### config.mk
export PLATFORM = sky130hd
export DESIGN_NAME = trs_mul
export DESIGN_NICKNAME = d
export VERILOG_FILES = /design/src/rtl/core/trs_pkg.sv /design/src/rtl/core/trs_mul.sv
export SDC_FILE = /design/constraint.sdc
export NUM_CORES = 1
export LEC_CHECK = 0
export ABC_AREA = 1
export BUFFER_PORTS_ARGS = -buffer_cell sky130_fd_sc_hd__buf_2
export CORE_AREA = 3 3 168 170
export DETAILED_ROUTE_END_ITERATION = 7
export DIE_AREA = 0 0 171 173
export GPL_TIMING_DRIVEN = 1
export PLACE_DENSITY = 0.52
export SETUP_SLACK_MARGIN = 0.05
export SYNTH_ARGS = -nofsm -noshare
export SYNTH_HDL_FRONTEND = slang
export SYNTH_SLANG_ARGS = --single-unit
### constraint.sdc
create_clock -name clk -period 6.3 [get_ports clk]
set_clock_uncertainty 0.15 [all_clocks]
set_input_delay 0.315 -clock clk [delete_from_list [all_inputs] [get_ports clk]]
set_output_delay 0.315 -clock clk [all_outputs]
set_load 0.02 [all_outputs]
### src/rtl/core/trs_pkg.sv
// types and constants shared by the tabulated rejection sampler
package trs_pkg;

    localparam int COORD_BITS = 16;
    localparam int RAND_BITS  = 16;
    localparam int INDEX_BITS = 8;
    localparam int PTS_BITS   = 9;
    localparam int OPER_BITS  = (COORD_BITS > RAND_BITS) ? COORD_BITS : RAND_BITS;
    localparam int PROD_BITS  = 2 * OPER_BITS;

    typedef enum logic {
        OP_LOAD  = 1'b0,
        OP_TRIAL = 1'b1
    } op_t;

    typedef enum logic [1:0] {
        ST_LOAD_DONE = 2'd0,
        ST_ACCEPT    = 2'd1,
        ST_REJECT    = 2'd2
    } status_t;

    typedef enum logic [3:0] {
        S_IDLE,
        S_FIRST,
        S_LAST,
        S_MUL_X,
        S_MUL_Y,
        S_SCAN,
        S_NEXT,
        S_LHS,
        S_RHS,
        S_FINISH
    } state_t;

    typedef struct packed {
        op_t                   op;
        logic [INDEX_BITS-1:0] point_index;
        logic [COORD_BITS-1:0] x_value;
        logic [COORD_BITS-1:0] y_value;
        logic [RAND_BITS-1:0]  rand_x;
        logic [RAND_BITS-1:0]  rand_y;
    } in_item_t;

    typedef struct packed {
        status_t               status;
        logic [COORD_BITS-1:0] sample_x;
    } out_item_t;

endpackage

### src/rtl/core/trs_mul.sv
// shared unsigned multiplier with registered product
module trs_mul (
    input  logic                          clk,
    input  logic [trs_pkg::OPER_BITS-1:0] a,
    input  logic [trs_pkg::OPER_BITS-1:0] b,
    output logic [trs_pkg::PROD_BITS-1:0] prod
);
    import trs_pkg::*;

    logic [PROD_BITS-1:0] prod_reg;

    always_ff @(posedge clk)
    begin
        prod_reg <= PROD_BITS'(a) * PROD_BITS'(b);
    end

    assign prod = prod_reg;

endmodule

# Word level (Yosys, flattened, before mapping)
# Cells that the tools add are included.
# word_totals
out_inout_bits,32
wordCells,2
ff_bits,32
input_bits,33
# op_classes
multipliers,1
# op_table
op,count
multiplier 16 x 16 -> 32 bit,1

# Logic depth before layout (Yosys ltp)
# Gate-level depths: netlist of run 1.
# depth
ltp_word,1
depth_mapped,25
ltp_nobuf,23

# Worst setup path before layout of run 1
# OpenSTA, ideal clock, no wires.
# synth_path
path_kind,in2reg
start,input a[7] (netlist name)
end,register prod_reg[28] (netlist: prod[28])
required_time_ns,6.038
path_buffers,2
setup_slack_ns,0.968
cell_stages,25
arrival_time_ns,5.070
cell_sequence,clkbuf_1 -> clkbuf_1 -> nand2_1 -> fa_1 -> inv_1 -> fa_1 -> inv_1 -> fa_1 -> inv_1 -> fa_1 -> fa_1 -> inv_1 -> fa_1 -> inv_1 -> ha_1 -> nand2_1 -> inv_1 -> nand2_1 -> nand2_1 -> nand2_1 -> nand2_1 -> a21oi_1 -> nand2_1 -> nand2_1 -> nand2_1
# synth_via
elab_chain_len,1
# synth_lines
item,line_no,text
"start, declared",trs_mul.sv:4,"input logic [trs_pkg::OPER_BITS-1:0] a,"
multiplier 16 x 16 -> 32 bit,trs_mul.sv:14,prod_reg <= PROD_BITS'(a) * PROD_BITS'(b);
"end signal, assigned",trs_mul.sv:14,
"end, declared",trs_mul.sv:10,logic [PROD_BITS-1:0] prod_reg;
# No other way between the ends.

# Worst setup path in the final report of run 1
# layout_path
start,input a[7] (netlist name)
end,register prod_reg[31] (netlist: prod[31])
# Same word-level chain as after synthesis.

==> results of run 1 <==
## final timing paths
path / startpoint / to / slack [ns] / cells after the start
setup / recovery: a[7] / prod[31]$_DFF_P_ / 0.98 / 21
hold / removal: a[0] / prod[0]$_DFF_P_ / 0.27 / 3
## area by class of cell
| cell class | count | share of cell area |
|---|---|---|
| Multi-Input combinational cell | 872 | 0.705 |
| Timing Repair Buffer | 66 | 0.0311 |
| Clock buffer | 7 | 0.0142 |
| Inverter | 433 | 0.151 |
| Sequential cell | 32 | 0.0594 |
| Tap cell | 341 | 0.0396 |
## stage by stage
step / utilization / instances / setup slack [ns] / hold slack, ns / instance area [um2]
floorplan: - / 1401 / 0.968 / 0.442 / 10100
global placement: 0.396 / 1744 / 0.640 / 0.578 / 10600
detailed placement: 0.396 / 1744 / 0.682 / 0.581 / 10600
CTS: 0.401 / 1751 / 0.976 / 0.272 / 10800
global route: 0.401 / 1751 / 0.740 / 0.304 / 10800
finish: 0.401 / 1751 / 0.978 / 0.274 / 10800
## cells by family (layout without fill, tap and decap cells)
| group | Yosys count | count (layout) | synth area share |
|---|---|---|---|
| compound gates | 19 | 19 | 0.00990 |
| fa+ha+maj | 298 | 298 | 0.513 |
| buf+inv | 497 | 506 | 0.184 |
| simple gates | 537 | 537 | 0.214 |
| flops | 32 | 32 | 0.0634 |
| xor+xnor | 18 | 18 | 0.0156 |
## layout by cell type, fill, tap and decap left out, types with 4 or more instances in the layout
cell | synthesis | layout
inv_1 | 433 | 433
xor2_1 | 15 | 15
fa_1 | 194 | 194
nand2_1 | 450 | 450
nand2_2 | 8 | 8
dfxtp_1 | 32 | 32
a21oi_1 | 17 | 17
clkbuf_16 | 0 | 5
ha_1 | 104 | 104
buf_2 | 0 | 64
nand4_1 | 4 | 4
nand3_1 | 27 | 27
nor2_2 | 5 | 5
nor2_1 | 33 | 33
nand3_2 | 5 | 5
## per-layer routing
layer / up-vias / wire (um) / global-route usage
li1: 3901 / - / -
met1: 3905 / 12400 / 0.263
met2: 153 / 13100 / 0.320
met3: 28 / 1230 / 0.0297
met4: 4 / 356 / 0.0312
met5: - / 18 / 0
## critical path: stages
cell     delay [ns]
buf_2          0.38
nand2_1        0.15
fa_1           0.56
inv_1          0.05
fa_1           0.49
inv_1          0.05
fa_1           0.53
inv_1          0.06
fa_1           0.45
fa_1           0.49
inv_1          0.05
fa_1           0.47
inv_1          0.04
ha_1           0.40
nand2_2        0.12
nor2_2         0.23
nand3_1        0.13
nand3_2        0.16
nand2_1        0.09
nand3_1        0.08
nand2_1        0.06
==> impl_metrics.tcl, run 1 <==
set metrics [dict create \
    status "completed" \
    max_freq_mhz 188 \
    drt_first_pass_iters 5 \
    dpl.hpwl_um 22100 \
    syn_area_per_cell_um2 7.22 \
    multi_input_area_um2 7610 \
    maxCapViolations 0 \
    die_w_um 171 \
    row_count 60 \
    rsz0062_at_grt "false" \
    diodes 0 \
    largest_reg_flops 32 \
    overflow 0 \
    synth_commonest_cells "nand2_1 (450), inv_1 (433), fa_1 (194)" \
    hold_violations 0 \
    fin_crit_sh 0.845 \
    avgViaCountPerCell 4.56 \
    antenna_found_initial 2 \
    grt_pass1_wl_um 44100 \
    cts_resized 0 \
    grt_use_total 0.190 \
    final_nets 1741 \
    crit_required_ns 6.33 \
    ios 65 \
    wl_per_cell_um 15.5 \
    grt_max_degree 17 \
    routabilityCongestion 0.862 \
    synth_seq_cells 32 \
    drive_above_1_share 0.0674 \
    fillers 2912 \
    synth.most_common_cell "nand2_1" \
    seq_area_um2 641 \
    setup.worst_path.start_class "primary input" \
    htree_levels 2 \
    core_area_um2 26900 \
    synth_nets 1732 \
    portBuffers 64 \
    synthesis.area_um2 10100 \
    grt_pass1_vias 8250 \
    path_max_fanout 16 \
    cts_tree "yes" \
    dieHeight_um 173 \
    synth-seq-area-share 0.0634 \
    synthArstFlopShare 0 \
    drv_slew 0 \
    cp.arrival_ns 5.36 \
    worstMarginPinSlew_ns 0.481 \
    drt_iter0_markers 390 \
    syn_inst 1401 \
    dieArea_um2 29600 \
    post_cts_buffers 0 \
    synth_ff_type "dfxtp_1" \
    wl_um 27100 \
    endpoint_kind "flip-flop" \
    yosysUniqueCellTypes 22 \
    layout_min_cycle_time_ns 5.32 \
    tns_ns 0 \
    yosys.area.top_type_share 0.384 \
    clkTransAtPathRegs_ns 0.06 \
    drc 0 \
    critical_path_class "in -> reg" \
    hold_class "in -> reg" \
    ant_nets 0 \
    synth_warnings 0 \
    cts_sinks 32 \
    setup_viol 0 \
    syn_to_final_growth_pct 6.67 \
    slew_headroom 0.679 \
    hold_buffers 0 \
    cts_root_buf "clkbuf_16" \
    cts_made_buffers 5 \
    synth_edf_count 0 \
    yosysTopAreaCell "fa_1" \
    clockBufferDepth 2 \
    start_util 0.376 \
    ys_top_cells_by_area "fa_1 (38%), nand2_1 (17%), inv_1 (16%), ha_1 (13%), dfxtp_1 (6.3%)" \
    vias 7991 \
]
Power of run 1 is not shown: default switching activity piles up to over one toggle a cycle in this logic, so the estimate is an artifact.
==> run 2: changes to the inputs <==
Settings changed: ABC_AREA 1 to 0, CORE_AREA 3 3 168 170 to 3 3 161 163, DIE_AREA 0 0 171 173 to 0 0 164 166.
Clock period 6.3 ns to 5.51 ns, I/O delays scaled along.
==> run 2 against run 1 <==
Compared with the run above: area after synthesis decreased by 8.0%; sequential cell count did not move; die area is 8.0% lower; design area up 1.3%; global-route usage is 1.6 points lower; non-clock buffer count is 97 higher; worst setup slack worse by 0.72 ns; core utilization grew 4.5 points; sequential share of layout area shrank 0.076 points; routed wire length down 16%; final cell count down 15%; critical path type unchanged.
==> impl_metrics.tcl, run 2 <==
set metrics [dict create \
    status "completed" \
    avgViaCountPerCell 4.78 \
    drive_above_1_share 0.173 \
    worstMarginPinSlew_ns 0.560 \
    syn_area_per_cell_um2 8.98 \
    synth_edf_count 0 \
    fin_cells 1490 \
    dpl.hpwl_um 20100 \
    cts_tree "yes" \
    fillers 2456 \
    multi_input_area_um2 7760 \
    syn_to_final_growth_pct 17.5 \
    synth-seq-area-share 0.0689 \
    hold_class "in -> reg" \
    dieHeight_um 166 \
    ys_top_cells_by_area "fa_1 (42%), ha_1 (14%), inv_1 (9.0%), and2_1 (8.5%), dfxtp_1 (6.9%)" \
    start_util 0.380 \
    drt_first_pass_iters 4 \
    portBuffers 64 \
    syn_inst 1036 \
    crit_end "prod[27]$_DFF_P_" \
    synthArstFlopShare 0 \
    wl_um 22600 \
    seq_area_um2 641 \
    largest_reg_flops 32 \
    crit_required_ns 5.53 \
    setup_viol 0 \
    grt_use_total 0.174 \
    dieArea_um2 27200 \
    grt_pass1_vias 7501 \
    slew_headroom 0.624 \
    final_nets 1496 \
    synth_seq_cells 32 \
    synthMuxAreaShare 0 \
    yosysTopAreaCell "fa_1" \
    vias 7122 \
    antenna_found_initial 2 \
    drv_slew 0 \
    synth_commonest_cells "inv_1 (224), fa_1 (194), nand2_1 (151)" \
    synth_fa_ha_area_frac 0.557 \
    cts_root_buf "clkbuf_16" \
    layout_min_cycle_time_ns 5.25 \
    synth.most_common_cell "inv_1" \
    yosysUniqueCellTypes 47 \
    clkTransAtPathRegs_ns 0.05 \
    drc 0 \
    setup.worst_path.start_class "primary input" \
    cts_sinks 32 \
    startpoint "a[4]" \
    core_area_um2 24500 \
    synth_compound_area_frac 0.0616 \
    hold_buffers 0 \
    hold_violations 0 \
    ios 65 \
    cp.arrival_ns 5.27 \
    endpoint_kind "flip-flop" \
    row_count 57 \
    max_freq_mhz 190 \
    rsz0062_at_grt "true" \
    synthesis.area_um2 9300 \
    grt_pass1_wl_um 38100 \
    critical_path_class "in -> reg" \
    overflow 0 \
    yosys.area.top_type_share 0.418 \
    ant_nets 0 \
    die_w_um 164 \
    wl_per_cell_um 15.2 \
    clockBufferDepth 2 \
    whs_path_depth 2 \
    fin_crit_sh 0.953 \
    dp.cells 1480 \
    grt_max_degree 17 \
    path_max_fanout 11 \
    synth_top_family_by_area "adder cells" \
    synth_simple_gate_area_frac 0.176 \
    synth_xor_xnor_area_share 0.0254 \
    htree_levels 2 \
    layout_common_cells "inv_1 (222), fa_1 (193), nand2_1 (150)" \
    synth_warnings 0 \
    maxCapViolations 0 \
    routabilityCongestion 0.847 \
    synth_nets 1367 \
    drt_iter0_markers 226 \
    synth_ff_type "dfxtp_1" \
    cts_made_buffers 5 \
    final_common_cell "inv_1" \
]
[run 2: changes by cell type after synthesis, moves of 18 or more]
cell      previous run  this run
and2_1               1       126
clkbuf_1            64        34
inv_1              433       224
nand2_1            450       151
nand3_1             27         9
nor2_1              33        15
[run 2: final cells by class]
class / instances / area share
timing repair buffer: 163 / 0.103
tap: 324 / 0.0371
antenna: 1 / 0.000229
sequential: 32 / 0.0586
inverter: 224 / 0.0770
clock buffer: 7 / 0.0140
multi-input combinational: 739 / 0.710
[run 2: layer usage]
| layer | GRT usage | vias to the layer above | part of all wire |
|---|---|---|---|
| met1 | 0.231 | 3641 | 0.43 |
| li1 | - | 3378 | - |
| met5 | 0 | - | 0.00057 |
| met2 | 0.313 | 84 | 0.53 |
| met4 | 0.0188 | 2 | 0.0073 |
| met3 | 0.0205 | 17 | 0.024 |
[run 2: worst min path at each step]
stage                     startpoint         endpoint  slack (ns)
floorplan                       a[0]  prod[0]$_DFF_P_        0.25
global route                    b[0]  prod[0]$_DFF_P_        0.31
finish                          b[0]  prod[0]$_DFF_P_        0.26
CTS                             b[0]  prod[0]$_DFF_P_        0.26
detailed placement   prod[1]$_DFF_P_          prod[1]        0.54
global placement    prod[11]$_DFF_P_         prod[11]        0.54
[run 2: repair_timing]
action	in CTS	in global routing
endpoints found under the setup margin	4	16
buffers inserted	0	2
pin swaps	0	18
gates resized for setup	3	44
[run 2: logic make-up after synthesis]
logic type | after synthesis
AND/OR/NAND/NOR | 330
adder cells (fa/ha/maj) | 298
AO/OA/AOI/OAI | 84
buffers and inverters | 265
XOR/XNOR | 27
flip-flops | 32
[run 2: worst max-delay path: stages]
cell	delay (ns)
buf_4	0.16
buf_4	0.14
and2_1	0.16
fa_1	0.54
fa_1	0.46
fa_1	0.60
fa_1	0.43
fa_1	0.49
inv_1	0.05
fa_1	0.47
inv_1	0.04
ha_1	0.28
buf_4	0.16
nand2_2	0.09
o21bai_1	0.12
a221o_1	0.35
a31oi_4	0.18
a31oi_1	0.12
xor2_1	0.15
[run 2: through the flow]
step / utilization / worst slack [ns] / instance area [um2] / setup TNS (ns) / hold WS [ns]
floorplan: - / 0.0536 / 9300 / 0 / 0.247
global placement: 0.433 / -0.315 / 10600 / -2.92 / 0.543
detailed placement: 0.433 / -0.271 / 10600 / -2.99 / 0.541
CTS: 0.439 / 0.0707 / 10700 / 0 / 0.262
global route: 0.447 / 0.0276 / 10900 / 0 / 0.312
finish: 0.447 / 0.259 / 10900 / 0 / 0.262
Power of run 2 is left out for the same reason.
